--- src/rtl/fdw_pkg.sv ---
// ----------------------------------------------------------------------------
// fdw_pkg: shared types and constants of the dual FIFO weighted drain
//
// Sizes, command, status and turn codes, and the structs that travel
// between the top level and the row of storage cells.
// ----------------------------------------------------------------------------
package fdw_pkg;

    localparam int DEPTH      = 16;
    localparam int DATA_WIDTH = 16;
    localparam int CMD_W      = 2;
    localparam int VALUE_W    = 16;
    localparam int CAP_W      = 5;
    localparam int STATUS_W   = 2;
    localparam int TURN_W     = 2;

    localparam logic [CAP_W-1:0] CAP_RESET = CAP_W'(DEPTH);

    // Commands: bit 1 set means pop, whatever bit 0 holds
    localparam logic [CMD_W-1:0] CMD_PUSH_A = 2'd0;
    localparam logic [CMD_W-1:0] CMD_PUSH_B = 2'd1;
    localparam int               CMD_POP_BIT = 1;

    // Result status codes
    typedef enum logic [STATUS_W-1:0] {
        ST_PUSHED  = 2'd0,
        ST_POPPED  = 2'd1,
        ST_DROPPED = 2'd2,
        ST_EMPTY   = 2'd3
    } status_t;

    // Turn codes: two A slots, then the B slot
    localparam logic [TURN_W-1:0] TURN_A1 = 2'd1;
    localparam logic [TURN_W-1:0] TURN_A2 = 2'd2;
    localparam logic [TURN_W-1:0] TURN_B  = 2'd3;

    // Slot tokens held by one cell, one bit per pointer
    typedef struct packed {
        logic head_a;
        logic tail_a;
        logic head_b;
        logic tail_b;
    } tok_t;

    // Broadcast control from the top level to every cell
    typedef struct packed {
        logic                  adv_head_a;
        logic                  adv_tail_a;
        logic                  adv_head_b;
        logic                  adv_tail_b;
        logic [DATA_WIDTH-1:0] wdata;
    } cell_ctrl_t;

endpackage

--- src/rtl/fdw_req_if.sv ---
// ----------------------------------------------------------------------------
// fdw_req_if: request channel of the dual FIFO weighted drain
//
// Carries one command and one data word per request.
// ----------------------------------------------------------------------------
interface fdw_req_if;

    logic                         valid;
    logic                         ready;
    logic [fdw_pkg::CMD_W-1:0]    command;
    logic [fdw_pkg::VALUE_W-1:0]  value;

    modport source (output valid, output command, output value, input ready);
    modport sink   (input valid, input command, input value, output ready);

endinterface

--- src/rtl/fdw_rsp_if.sv ---
// ----------------------------------------------------------------------------
// fdw_rsp_if: result channel of the dual FIFO weighted drain
//
// Carries the popped word, its source queue, the status and both fills.
// ----------------------------------------------------------------------------
interface fdw_rsp_if;

    logic                          valid;
    logic                          ready;
    logic [fdw_pkg::VALUE_W-1:0]   popped_value;
    logic                          src;
    logic [fdw_pkg::STATUS_W-1:0]  status;
    logic [fdw_pkg::CAP_W-1:0]     count_a;
    logic [fdw_pkg::CAP_W-1:0]     count_b;

    modport source (output valid, output popped_value, output src, output status,
                    output count_a, output count_b, input ready);
    modport sink   (input valid, input popped_value, input src, input status,
                    input count_a, input count_b, output ready);

endinterface

--- src/rtl/fdw_cfg_if.sv ---
// ----------------------------------------------------------------------------
// fdw_cfg_if: configuration write channel of the dual FIFO weighted drain
//
// Carries the capacity register's write data.
// ----------------------------------------------------------------------------
interface fdw_cfg_if;

    logic                        valid;
    logic                        ready;
    logic [fdw_pkg::CAP_W-1:0]   capacity;

    modport source (output valid, output capacity, input ready);
    modport sink   (input valid, input capacity, output ready);

endinterface

--- src/rtl/fdw_cell.sv ---
// ----------------------------------------------------------------------------
// fdw_cell: one slot of both queues
//
// Holds the A and B words of its slot and the pointer tokens that sit on
// it. Tokens move to the next cell on an advance, or back to cell zero
// when this slot is the last one in use.
// ----------------------------------------------------------------------------
module fdw_cell (
    input  logic                           clk,
    input  logic                           rst_n,
    input  logic                           home,
    input  logic                           wrap,
    input  fdw_pkg::cell_ctrl_t            ctrl,
    input  fdw_pkg::tok_t                  tok_in,
    output fdw_pkg::tok_t                  tok_pass,
    output fdw_pkg::tok_t                  tok_wrap,
    output logic [fdw_pkg::DATA_WIDTH-1:0] rd_a,
    output logic [fdw_pkg::DATA_WIDTH-1:0] rd_b
);

    // Tokens are kept relative to the home cell so that reset clears all
    fdw_pkg::tok_t                  tok_reg;
    fdw_pkg::tok_t                  tok_next;
    fdw_pkg::tok_t                  tok_cur;
    fdw_pkg::tok_t                  tok_upd;
    logic [fdw_pkg::DATA_WIDTH-1:0] data_a_reg;
    logic [fdw_pkg::DATA_WIDTH-1:0] data_b_reg;

    assign tok_cur = tok_reg ^ {4{home}};

    // Advance each token on its own strobe
    always_comb
    begin
        tok_upd.head_a = ctrl.adv_head_a ? tok_in.head_a : tok_cur.head_a;
        tok_upd.tail_a = ctrl.adv_tail_a ? tok_in.tail_a : tok_cur.tail_a;
        tok_upd.head_b = ctrl.adv_head_b ? tok_in.head_b : tok_cur.head_b;
        tok_upd.tail_b = ctrl.adv_tail_b ? tok_in.tail_b : tok_cur.tail_b;
        tok_next       = tok_upd ^ {4{home}};
    end

    always_ff @(posedge clk or negedge rst_n)
    begin
        if (!rst_n)
        begin
            tok_reg <= '0;
        end
        else
        begin
            tok_reg <= tok_next;
        end
    end

    // Write the pushed word into the slot that holds the tail token
    always_ff @(posedge clk)
    begin
        if (ctrl.adv_tail_a && tok_cur.tail_a)
        begin
            data_a_reg <= ctrl.wdata;
        end
        if (ctrl.adv_tail_b && tok_cur.tail_b)
        begin
            data_b_reg <= ctrl.wdata;
        end
    end

    // Hand tokens onward and gate the read words
    assign tok_pass = tok_cur & {4{~wrap}};
    assign tok_wrap = tok_cur & {4{wrap}};
    assign rd_a     = tok_cur.head_a ? data_a_reg : '0;
    assign rd_b     = tok_cur.head_b ? data_b_reg : '0;

endmodule

--- src/rtl/dual_fifo_weighted_drain_top.sv ---
// ----------------------------------------------------------------------------
// dual_fifo_weighted_drain_top: two FIFOs drained in an A, A, B turn
//
// Top level: request handling, fill counts, turn and result register
// around a row of slot cells.
// ----------------------------------------------------------------------------
// The block takes one request per clock and gives one result per request,
// in the cycle after acceptance through an output register; it takes a new
// request in the same cycle as the waiting result is taken, so it
// sustains one request per cycle when the result side does not stall.
// Each of the sixteen cells holds slot i of both queues and the pointer
// tokens parked on it; a pointer moves by passing its token to the next
// cell, or back to cell zero past the last slot in use. Store contents are
// undefined until written and there is no clearing pass after reset.
// Capacity writes are to be taken only while the block is idle: a rule for the user, not enforced by the block.
module dual_fifo_weighted_drain_top (
    input  logic      clk,
    input  logic      rst_n,
    fdw_req_if.sink   req,
    fdw_rsp_if.source rsp,
    fdw_cfg_if.sink   cfg
);

    localparam int DEPTH = fdw_pkg::DEPTH;
    localparam int CW    = fdw_pkg::CAP_W;
    localparam int DW    = fdw_pkg::DATA_WIDTH;

    logic [CW-1:0]                cap_reg;
    logic [CW-1:0]                cap_use;
    logic [CW-1:0]                fill_a_reg;
    logic [CW-1:0]                fill_a_next;
    logic [CW-1:0]                fill_b_reg;
    logic [CW-1:0]                fill_b_next;
    logic [fdw_pkg::TURN_W-1:0]   turn_reg;
    logic [fdw_pkg::TURN_W-1:0]   turn_next;
    logic                         out_valid_reg;
    logic [fdw_pkg::VALUE_W-1:0]  popped_reg;
    logic [fdw_pkg::VALUE_W-1:0]  popped_next;
    logic                         source_reg;
    logic                         source_next;
    fdw_pkg::status_t             status_reg;
    fdw_pkg::status_t             status_next;

    logic                         accept;
    logic                         do_push_a;
    logic                         do_push_b;
    logic                         do_pop_a;
    logic                         do_pop_b;
    fdw_pkg::cell_ctrl_t          ctrl;

    logic                         wrap        [DEPTH];
    fdw_pkg::tok_t                tok_in      [DEPTH];
    fdw_pkg::tok_t                tok_pass    [DEPTH];
    fdw_pkg::tok_t                tok_wrap    [DEPTH];
    logic [DW-1:0]                rd_a        [DEPTH];
    logic [DW-1:0]                rd_b        [DEPTH];
    logic [DW-1:0]                head_word_a;
    logic [DW-1:0]                head_word_b;
    logic [DEPTH-1:0]             head_a_vec;

    // Clamp the capacity into the range the cells support
    always_comb
    begin
        if (cap_reg == '0)
        begin
            cap_use = CW'(1);
        end
        else if (cap_reg > CW'(DEPTH))
        begin
            cap_use = CW'(DEPTH);
        end
        else
        begin
            cap_use = cap_reg;
        end
    end

    // Take a capacity write in any cycle
    assign cfg.ready = 1'b1;

    always_ff @(posedge clk or negedge rst_n)
    begin
        if (!rst_n)
        begin
            cap_reg <= fdw_pkg::CAP_RESET;
        end
        else if (cfg.valid)
        begin
            cap_reg <= cfg.capacity;
        end
    end

    // Accept a request while the result register is free or being emptied
    assign req.ready = !out_valid_reg || rsp.ready;
    assign accept    = req.valid && req.ready;

    // Decide the step: push, drop, weighted pop or empty report
    always_comb
    begin
        logic [fdw_pkg::TURN_W-1:0] t;
        t           = turn_reg;
        do_push_a   = 1'b0;
        do_push_b   = 1'b0;
        do_pop_a    = 1'b0;
        do_pop_b    = 1'b0;
        turn_next   = turn_reg;
        popped_next = '0;
        source_next = 1'b0;
        status_next = fdw_pkg::ST_PUSHED;
        if (!req.command[fdw_pkg::CMD_POP_BIT])
        begin
            if (req.command == fdw_pkg::CMD_PUSH_A)
            begin
                if (fill_a_reg >= cap_use)
                begin
                    status_next = fdw_pkg::ST_DROPPED;
                end
                else
                begin
                    do_push_a = accept;
                end
            end
            else
            begin
                if (fill_b_reg >= cap_use)
                begin
                    status_next = fdw_pkg::ST_DROPPED;
                end
                else
                begin
                    do_push_b = accept;
                end
            end
        end
        else
        begin
            if (fill_a_reg == '0)
            begin
                t = fdw_pkg::TURN_B;
            end
            if (fill_b_reg == '0)
            begin
                t = fdw_pkg::TURN_A2;
            end
            if (fill_a_reg == '0 && fill_b_reg == '0)
            begin
                status_next = fdw_pkg::ST_EMPTY;
                turn_next   = fdw_pkg::TURN_A2;
            end
            else if (t == fdw_pkg::TURN_B)
            begin
                do_pop_b    = accept;
                popped_next = head_word_b;
                source_next = 1'b1;
                status_next = fdw_pkg::ST_POPPED;
                turn_next   = fdw_pkg::TURN_A1;
            end
            else
            begin
                do_pop_a    = accept;
                popped_next = head_word_a;
                status_next = fdw_pkg::ST_POPPED;
                turn_next   = t + fdw_pkg::TURN_W'(1);
            end
        end
    end

    // Update the fill counts
    always_comb
    begin
        fill_a_next = fill_a_reg;
        fill_b_next = fill_b_reg;
        if (do_push_a)
        begin
            fill_a_next = fill_a_reg + CW'(1);
        end
        else if (do_pop_a)
        begin
            fill_a_next = fill_a_reg - CW'(1);
        end
        if (do_push_b)
        begin
            fill_b_next = fill_b_reg + CW'(1);
        end
        else if (do_pop_b)
        begin
            fill_b_next = fill_b_reg - CW'(1);
        end
    end

    always_ff @(posedge clk or negedge rst_n)
    begin
        if (!rst_n)
        begin
            fill_a_reg <= '0;
            fill_b_reg <= '0;
            turn_reg   <= fdw_pkg::TURN_A1;
        end
        else if (accept)
        begin
            fill_a_reg <= fill_a_next;
            fill_b_reg <= fill_b_next;
            turn_reg   <= turn_next;
        end
    end

    // Hold the result until it is taken
    always_ff @(posedge clk or negedge rst_n)
    begin
        if (!rst_n)
        begin
            out_valid_reg <= 1'b0;
        end
        else if (accept)
        begin
            out_valid_reg <= 1'b1;
        end
        else if (rsp.ready)
        begin
            out_valid_reg <= 1'b0;
        end
    end

    always_ff @(posedge clk)
    begin
        if (accept)
        begin
            popped_reg <= popped_next;
            source_reg <= source_next;
            status_reg <= status_next;
        end
    end

    assign rsp.valid        = out_valid_reg;
    assign rsp.popped_value = popped_reg;
    assign rsp.src          = source_reg;
    assign rsp.status       = status_reg;
    assign rsp.count_a      = fill_a_reg;
    assign rsp.count_b      = fill_b_reg;

    // Broadcast the step to the cells
    always_comb
    begin
        ctrl.adv_head_a = do_pop_a;
        ctrl.adv_tail_a = do_push_a;
        ctrl.adv_head_b = do_pop_b;
        ctrl.adv_tail_b = do_push_b;
        ctrl.wdata      = DW'(req.value);
    end

    // Row of slot cells
    for (genvar i = 0; i < DEPTH; i++)
    begin : g_cell
        assign wrap[i] = (CW'(i + 1) >= cap_use);

        fdw_cell u_cell (
            .clk      (clk),
            .rst_n    (rst_n),
            .home     (i == 0),
            .wrap     (wrap[i]),
            .ctrl     (ctrl),
            .tok_in   (tok_in[i]),
            .tok_pass (tok_pass[i]),
            .tok_wrap (tok_wrap[i]),
            .rd_a     (rd_a[i]),
            .rd_b     (rd_b[i])
        );
    end

    // Link tokens along the row and fold wrapped tokens into cell zero
    always_comb
    begin
        fdw_pkg::tok_t wrap_or;
        wrap_or = '0;
        for (int i = 0; i < DEPTH; i++)
        begin
            wrap_or = wrap_or | tok_wrap[i];
        end
        tok_in[0] = wrap_or;
        for (int i = 1; i < DEPTH; i++)
        begin
            tok_in[i] = tok_pass[i-1];
        end
    end

    // Collect the head words and the head token map
    always_comb
    begin
        head_word_a = '0;
        head_word_b = '0;
        for (int i = 0; i < DEPTH; i++)
        begin
            head_word_a   = head_word_a | rd_a[i];
            head_word_b   = head_word_b | rd_b[i];
            head_a_vec[i] = tok_pass[i].head_a | tok_wrap[i].head_a;
        end
    end

    // Exactly one cell holds the head token of queue A
    a_head_onehot: assert property (@(posedge clk) disable iff (!rst_n)
        $onehot(head_a_vec))
        else $error("queue A head token lost or duplicated");

    // A fill never goes past the number of slots
    a_fill_bound: assert property (@(posedge clk) disable iff (!rst_n)
        fill_a_reg <= CW'(DEPTH) && fill_b_reg <= CW'(DEPTH))
        else $error("fill count beyond depth");

    // An accepted push to queue A with room raises its fill by one
    a_push_fill: assert property (@(posedge clk) disable iff (!rst_n)
        (accept && req.command == fdw_pkg::CMD_PUSH_A && fill_a_reg < cap_use)
        |=> fill_a_reg == $past(fill_a_reg) + CW'(1))
        else $error("push to queue A did not raise its fill");

    // An empty report only comes when both queues were empty
    a_empty_status: assert property (@(posedge clk) disable iff (!rst_n)
        (accept && status_next == fdw_pkg::ST_EMPTY)
        |-> (fill_a_reg == '0 && fill_b_reg == '0))
        else $error("empty status with items queued");

endmodule

--- src/flat_wrapper.sv ---
// flat-port wrapper written by rule: the top's interface ports become plain ports
module dual_fifo_weighted_drain_top_flat 
  (clk, rst_n, req_valid, req_command, req_value, req_ready, rsp_valid, rsp_popped_value, rsp_src, rsp_status, rsp_count_a, rsp_count_b, rsp_ready, cfg_valid, cfg_capacity, cfg_ready);
  fdw_req_if req_i ();
  fdw_rsp_if rsp_i ();
  fdw_cfg_if cfg_i ();
  input  logic clk;
  input  logic rst_n;
  input wire logic [$bits(req_i.valid)-1:0] req_valid;
  input wire logic [$bits(req_i.command)-1:0] req_command;
  input wire logic [$bits(req_i.value)-1:0] req_value;
  output wire logic [$bits(req_i.ready)-1:0] req_ready;
  output wire logic [$bits(rsp_i.valid)-1:0] rsp_valid;
  output wire logic [$bits(rsp_i.popped_value)-1:0] rsp_popped_value;
  output wire logic [$bits(rsp_i.src)-1:0] rsp_src;
  output wire logic [$bits(rsp_i.status)-1:0] rsp_status;
  output wire logic [$bits(rsp_i.count_a)-1:0] rsp_count_a;
  output wire logic [$bits(rsp_i.count_b)-1:0] rsp_count_b;
  input wire logic [$bits(rsp_i.ready)-1:0] rsp_ready;
  input wire logic [$bits(cfg_i.valid)-1:0] cfg_valid;
  input wire logic [$bits(cfg_i.capacity)-1:0] cfg_capacity;
  output wire logic [$bits(cfg_i.ready)-1:0] cfg_ready;
  assign req_i.valid = req_valid;
  assign req_i.command = req_command;
  assign req_i.value = req_value;
  assign req_ready = req_i.ready;
  assign rsp_valid = rsp_i.valid;
  assign rsp_popped_value = rsp_i.popped_value;
  assign rsp_src = rsp_i.src;
  assign rsp_status = rsp_i.status;
  assign rsp_count_a = rsp_i.count_a;
  assign rsp_count_b = rsp_i.count_b;
  assign rsp_i.ready = rsp_ready;
  assign cfg_i.valid = cfg_valid;
  assign cfg_i.capacity = cfg_capacity;
  assign cfg_ready = cfg_i.ready;
  dual_fifo_weighted_drain_top u_core (.clk(clk), .rst_n(rst_n), .req(req_i), .rsp(rsp_i), .cfg(cfg_i));
endmodule
--- config.mk ---
export PLATFORM = sky130hd
export DESIGN_NAME = dual_fifo_weighted_drain_top_flat
export DESIGN_NICKNAME = d
export VERILOG_FILES = /design/src/rtl/fdw_pkg.sv /design/src/rtl/fdw_req_if.sv /design/src/rtl/fdw_rsp_if.sv /design/src/rtl/fdw_cfg_if.sv /design/src/rtl/fdw_cell.sv /design/src/rtl/dual_fifo_weighted_drain_top.sv /design/src/flat_wrapper.sv
export SDC_FILE = /design/constraint.sdc
export NUM_CORES = 1
export LEC_CHECK = 0
export BUFFER_PORTS_ARGS = -buffer_cell sky130_fd_sc_hd__buf_2
export CAP_MARGIN = 10
export CELL_PAD_IN_SITES_DETAIL_PLACEMENT = 0
export CELL_PAD_IN_SITES_GLOBAL_PLACEMENT = 2
export CORE_MARGIN = 2
export CORE_UTILIZATION = 35
export DETAILED_ROUTE_END_ITERATION = 10
export GPL_TIMING_DRIVEN = 0
export PLACE_DENSITY_LB_ADDON = 0.1
export SYNTH_ARGS = -nofsm -noshare
export SYNTH_HDL_FRONTEND = slang
export SYNTH_SLANG_ARGS = --single-unit
--- constraint.sdc ---
create_clock -name clk -period 4.4 [get_ports clk]
set_input_delay 1.32 -clock clk [delete_from_list [all_inputs] [get_ports clk]]
set_output_delay 1.32 -clock clk [all_outputs]
set_load 0.01 [all_outputs]
* Word level (Yosys, flattened, before mapping)
Index checks and enable logic that the tools add are counted.
Widths: inputs -> output; s select.
** Cells by class
- Bitwise logic cells :: 94
- Multiplexer cells :: 68
- Reduce and logical (&&, ||, !) cells :: 47
- Add/sub/neg operators :: 5
- Eq/ne operators :: 1
- Magnitude comparators :: 19
** Operators with widths (count)
- $mux 16 :: 33
- $or 16x16->16 :: 30
- $and 4x4->4 :: 31
- $or 4x4->4 :: 15
- $ge 4x5->1 const A :: 8
- $logic_and 1x1->1 :: 34
- $mux 5 :: 6
- $ge 3x5->1 const A :: 4
- $mux 2 :: 10
- $mux 1 :: 19
- $not 1->1 :: 16
- $logic_not 5->1 :: 3
- $add 5x1->5 const B :: 2
- $ge 2x5->1 const A :: 2
- $ge 5x5->1 :: 2
- $sub 5x1->5 const B :: 2
- $not 4->4 :: 2
- $reduce_and 2->1 :: 3
- $reduce_bool 2->1 :: 3
- $ge 1x5->1 const A :: 1
- $ge 5x5->1 const A :: 1
- $gt 5x5->1 const B :: 1
- $add 2x1->2 const B :: 1
- $eq 2x2->1 const B :: 1
- other kinds (4) :: 4
** Word-level totals
- Output and inout port bits :: 32
- Word-level logic and storage cells :: 338
- Register bits after elaboration :: 613

* Longest topological paths before layout
- Depth in word-level cells :: 22
- Depth in mapped cells :: 17
- Mapped depth without buffers :: 15

* Modules after synthesis
Synthesis repeated with hierarchy kept, for this count alone.
** Unflattened totals
- Cells, all modules :: 1961
- Area, all modules :: 27406.3 µm²
** Modules (own cells, without submodules)
- fdw_cell :: sequential area each 1061.0 µm², area each 1500.2 µm², instances 16, cells each 97
- dual_fifo_weighted_drain_top :: sequential area each 1023.5 µm², area each 3403.3 µm², instances 1, cells each 409

* Worst setup path before layout
Ideal clock, no wire load.
- Path type :: register to register
- Start point :: reg u_core.cap_reg[4]
- End point :: reg u_core.fill_b_reg[4], in the netlist u_core.rsp.count_b[4]
- Slack :: 0.540 ns
- Required time :: 4.321 ns
- Library setup time :: 0.079 ns
- Data arrival time :: 3.781 ns
- Cell stages (with the launch flop) :: 15
- Buffers on the path :: 3
- Cells stage by stage :: dfstp_2 -> clkbuf_1 -> inv_1 -> buf_1 -> ha_1 -> a2111oi_0 -> o21ai_0 -> nor2_1 -> clkinv_1 -> clkbuf_1 -> fa_1 -> a21o_1 -> a21oi_1 -> mux2i_1 -> xor2_1
** Between the ends
- Word-level cells in the longest chain between the ends :: 9
- Elaborated cells between the ends (all ways) :: 11
** RTL lines
- start, declared :: RTL line dual_fifo_weighted_drain_top.sv:28 : logic [CW-1:0] cap_reg;
- start signal, assigned :: RTL line dual_fifo_weighted_drain_top.sv:85 : cap_reg <= fdw_pkg::CAP_RESET;
- start signal, assigned :: RTL line dual_fifo_weighted_drain_top.sv:89 : cap_reg <= cfg.capacity;
- $gt 5x5->1 :: RTL line dual_fifo_weighted_drain_top.sv:68 : else if (cap_reg > CW'(DEPTH))
- $mux 5 :: RTL line dual_fifo_weighted_drain_top.sv:68
- $mux 5 (*) :: RTL line dual_fifo_weighted_drain_top.sv:64 : if (cap_reg == '0)
- $ge 5x5->1 (*) :: RTL line dual_fifo_weighted_drain_top.sv:125 : if (fill_b_reg >= cap_use)
- $mux 1 (*) :: RTL line dual_fifo_weighted_drain_top.sv:125
- $mux 1 (*) :: RTL line dual_fifo_weighted_drain_top.sv:112 : if (req.command == fdw_pkg::CMD_PUSH_A)
- $mux 1 (*) :: RTL line dual_fifo_weighted_drain_top.sv:110 : if (!req.command[fdw_pkg::CMD_POP_BIT])
- $reduce_bool 2->1 (no line)
- $reduce_and 2->1 (no line)
- end signal, assigned :: RTL line dual_fifo_weighted_drain_top.sv:202 : fill_b_reg <= fill_b_next;
- end, declared :: RTL line dual_fifo_weighted_drain_top.sv:32 : logic [CW-1:0] fill_b_reg;
Mark *: on every way between the ends. The rest lies on a longest branch, timed or not.
A chain may end at the register's enable or synchronous reset.

* Worst setup path in the final report
- Start point :: reg u_core.fill_b_reg[1], in the netlist u_core.rsp.count_b[1]
- End point :: reg u_core.popped_reg (netlist bit u_core.rsp.popped_value[11]), data pin
** Between the ends
- Word-level cells in the longest chain between the ends :: 5
- Elaborated cells between the ends (all ways) :: 7
** RTL lines
- $logic_not 5->1 (*) :: RTL line dual_fifo_weighted_drain_top.sv:141, dual_fifo_weighted_drain_top.sv:145
- $mux 2 :: RTL line dual_fifo_weighted_drain_top.sv:141 : if (fill_b_reg == '0)
- $mux 2 :: RTL line dual_fifo_weighted_drain_top.sv:110
- $eq 2x2->1 :: RTL line dual_fifo_weighted_drain_top.sv:150 : else if (t == fdw_pkg::TURN_B)
- $mux 16 :: RTL line dual_fifo_weighted_drain_top.sv:150
- end signal, assigned :: RTL line dual_fifo_weighted_drain_top.sv:228 : popped_reg <= popped_next;
- end, declared :: RTL line dual_fifo_weighted_drain_top.sv:37 : logic [fdw_pkg::VALUE_W-1:0] popped_reg;
Mark *: on every way between the ends. The rest lies on a longest branch, timed or not. The select of a mux whose other input is x is not followed.

==> impl_metrics.json <==
{
  "nets": 1698,
  "synth_edf_count": 531,
  "row_count": 94,
  "viasPerCell": 5.59,
  "status": "completed",
  "io_buffers": 57,
  "ctsRootBufferMaster": "clkbuf_16",
  "cts_buffers": 69,
  "internal_power_mw": 10.7,
  "ys_types": 66,
  "arrival_ps": 4440,
  "grt_pass1_vias": 14400,
  "power_density_nw_per_um2": 557,
  "ys_seq_area_share_pct": 76.6,
  "first_iter_violations": 1611,
  "slowest_stage": "clkbuf_1",
  "muxShareOfSynthArea_pct": 0.565,
  "crit_type": "reg2reg",
  "ir_worst_vdd_mv": 0.327,
  "p_comb_share_pct": 19.1,
  "vias": 14300,
  "pin_count": 60,
  "min_period_ps": 4120,
  "sw_frac_of_total_pct": 29.8,
  "drt_wl_total_mm": 79.6,
  "slowest_delay_ps": 720,
  "synth-compound-area-share_pct": 12.6,
  "cts_tree": "built",
  "yosys_most_used_dff": "edfxtp_1",
  "clock_latency_ps": 610,
  "drc": 0,
  "yosys.area_share.simple_pct": 6.93,
  "clkTransAtPathRegs_ps": 60,
  "ys_ff_latch": 613,
  "pwr-share-clk_pct": 36.0,
  "grt_pass1_wl_mm": 111,
  "final_cell_mix": "edfxtp_1, nand2_1, a22oi_1",
  "synthAdderAreaFrac_pct": 1.13,
  "cts_buffer_depth": 3,
  "cts_max_level": 3,
  "syn_area_um2": 23500,
  "grt_max_degree": 51,
  "synth_top_family_by_area": "compound AO/OA/AOI/OAI gates",
  "async_reset_ff_share_pct": 13.4,
  "start_util_pct": 35.5,
  "final_common_cell": "edfxtp_1",
  "holdBufCountCts": 0,
  "grt-ovfl-total": 0,
  "dpl.hpwl_mm": 49.5,
  "die_w_um": 263,
  "hold_class": "reg2reg",
  "rsz0062_at_grt": "false",
  "antenna_found_initial": 1,
  "hold_viol": 0,
  "endpoint_kind": "register",
  "switching_power_mw": 4.54,
  "dieArea_um2": 69200,
  "slew_headroom_pct": 8.16,
  "worstPathCellList": "or4_1, nor2_1, or3_1, ha_1, clkbuf_1, clkbuf_1, nor3_1, a211oi_1",
  "setup_tns_ps": 0,
  "core-area_um2": 66100,
  "leakage_nw": 9.08,
  "clkSinkCount": 613,
  "maxSlewViolCount": 0,
  "ys.warnings.count": 0,
  "maxCapViolations": 0,
  "drive_gt1_share_pct": 12.7,
  "path_max_fanout": 10,
  "tightestPinTransition_ps": 1340,
  "area_growth_pct": 16.4,
  "pwr-share-seq_pct": 44.9,
  "dr.pass1.iters": 5,
  "fill_cells": 6103,
  "place_congestion": 0.820,
  "syn-num-nets": 1555,
  "critPathLaunchType": "register",
  "critPathRequiredTime_ps": 4720,
  "finalCritPeriodShare_pct": 93.7,
  "die_h_um": 263,
  "synth_xor_area_share_pct": 0.298,
  "syn_inst": 1507,
  "regArea_um2": 18000,
  "multi_input_area_um2": 5110,
  "setup_viol": 0,
  "finClkSkew_ps": 20.4,
  "cp_common_cell": "clkbuf_1",
  "avgSynthCellArea_um2": 15.6,
  "ant_nets": 0,
  "routedWlPerCell_um": 31.0,
  "max_freq_mhz": 243,
  "grt_use_total_pct": 22.9,
  "power.total_mw": 15.2
}
final timing paths:
check	start	endpoint	slack, ps	depth (start not counted)
setup / recovery	u_core.rsp.count_b[1]	u_core.rsp.popped_value[11]	280	8
hold / removal	u_core.g_cell[14].u_cell.tok_reg[0]	u_core.g_cell[14].u_cell.tok_reg[0]	480	2
setup reg to reg	u_core.rsp.count_b[1]	u_core.rsp.popped_value[11]	280	8
hold reg to reg	u_core.g_cell[14].u_cell.tok_reg[0]	u_core.g_cell[14].u_cell.tok_reg[0]	480	2
max in group asynchronous	rst_n	u_core.turn_reg[0]	3040	2
min in group asynchronous	rst_n	u_core.rsp.count_b[2]	670	1
critical path, delay by kind of cell (launching register included):
| kind | cells | cell delay [ps] |
|---|---|---|
| AOI/OAI and AO/OA | 1 | 580 |
| buffers and inverters | 2 | 1360 |
| DFF | 1 | 460 |
| adders and majority gates | 1 | 180 |
| and+or+nand+nor | 4 | 1240 |
logic make-up after synthesis:
group           count (synthesis)
flops                         613
compound gates                402
simple gates                  343
buf+inv                       109
fa+ha+maj                      20
mux                            11
xor+xnor                        8
other cells                     1
cell usage after synthesis (11+ instances only):
cell type  number  area [um2]
a222oi_1       14         140
a221oi_1       42         368
o21ai_0        58         290
dfrtp_1        80        2000
and3_1         14        87.6
nand4_1        13        81.3
clkbuf_1       66         248
nor3_1         17        85.1
a2111oi_0      14         123
a21o_1         11        82.6
nor2b_1        35         219
and2_1         14        87.6
a22oi_1       122         916
inv_1          12        45.0
a22o_1         42         368
nand2_1       142         533
edfxtp_1      531       15900
a21oi_1        44         220
nor2_1         34         128
buf_1          19        71.3
nand3_1        56         280
a211oi_1       12        90.1
ha_1           18         225
routing by layer:
metal / share of wire, % / track usage [%] / wire, um
met5: 0 / 0 / 0
met4: 2.6 / 6.78 / 2040
met3: 5.1 / 3.69 / 4060
met2: 47 / 36.7 / 37600
met1: 45 / 32.2 / 35900
power groups by stage:
stage | clock (mW) | combinational [mW] | sequential, mW
after global placement | 0 | 2.86 | 6.94
after detailed placement | 0 | 2.89 | 6.95
after global routing | 5.80 | 3.15 | 6.86
after floorplan | 0 | 1.54 | 6.89
after CTS | 5.60 | 2.91 | 6.83
final | 5.49 | 2.91 | 6.83
metrics by stage:
stage,util [%],hold slack [ps],setup WS [ps],area [um2],std cells
finish,41.4,483,278,27300,2568
global route,41.4,495,17.1,27300,2567
CTS,41.3,485,2.06,27300,2566
detailed placement,38.0,472,-820,25100,2439
global placement,37.6,461,-1940,24900,2428
floorplan,-,443,540,23500,1507
repair_timing:
action | 4_1_cts | 5_1_grt
buffers inserted | 3 | 0
endpoints found under the setup margin | 431 | 156
pin swaps | 2 | 0
resized for setup | 18 | 6
final cells by class:
class | instances | share of cell area (%)
timing repair buffer | 73 | 2.10
tap | 864 | 3.95
clock inverter | 30 | 0.760
buffer | 95 | 1.42
inverter | 13 | 0.179
clock buffer | 94 | 7.04
multi-input combinational | 785 | 18.7
sequential | 613 | 65.8
antenna | 1 | 0.00915
Note: power is estimated with default switching activity, not from simulation.
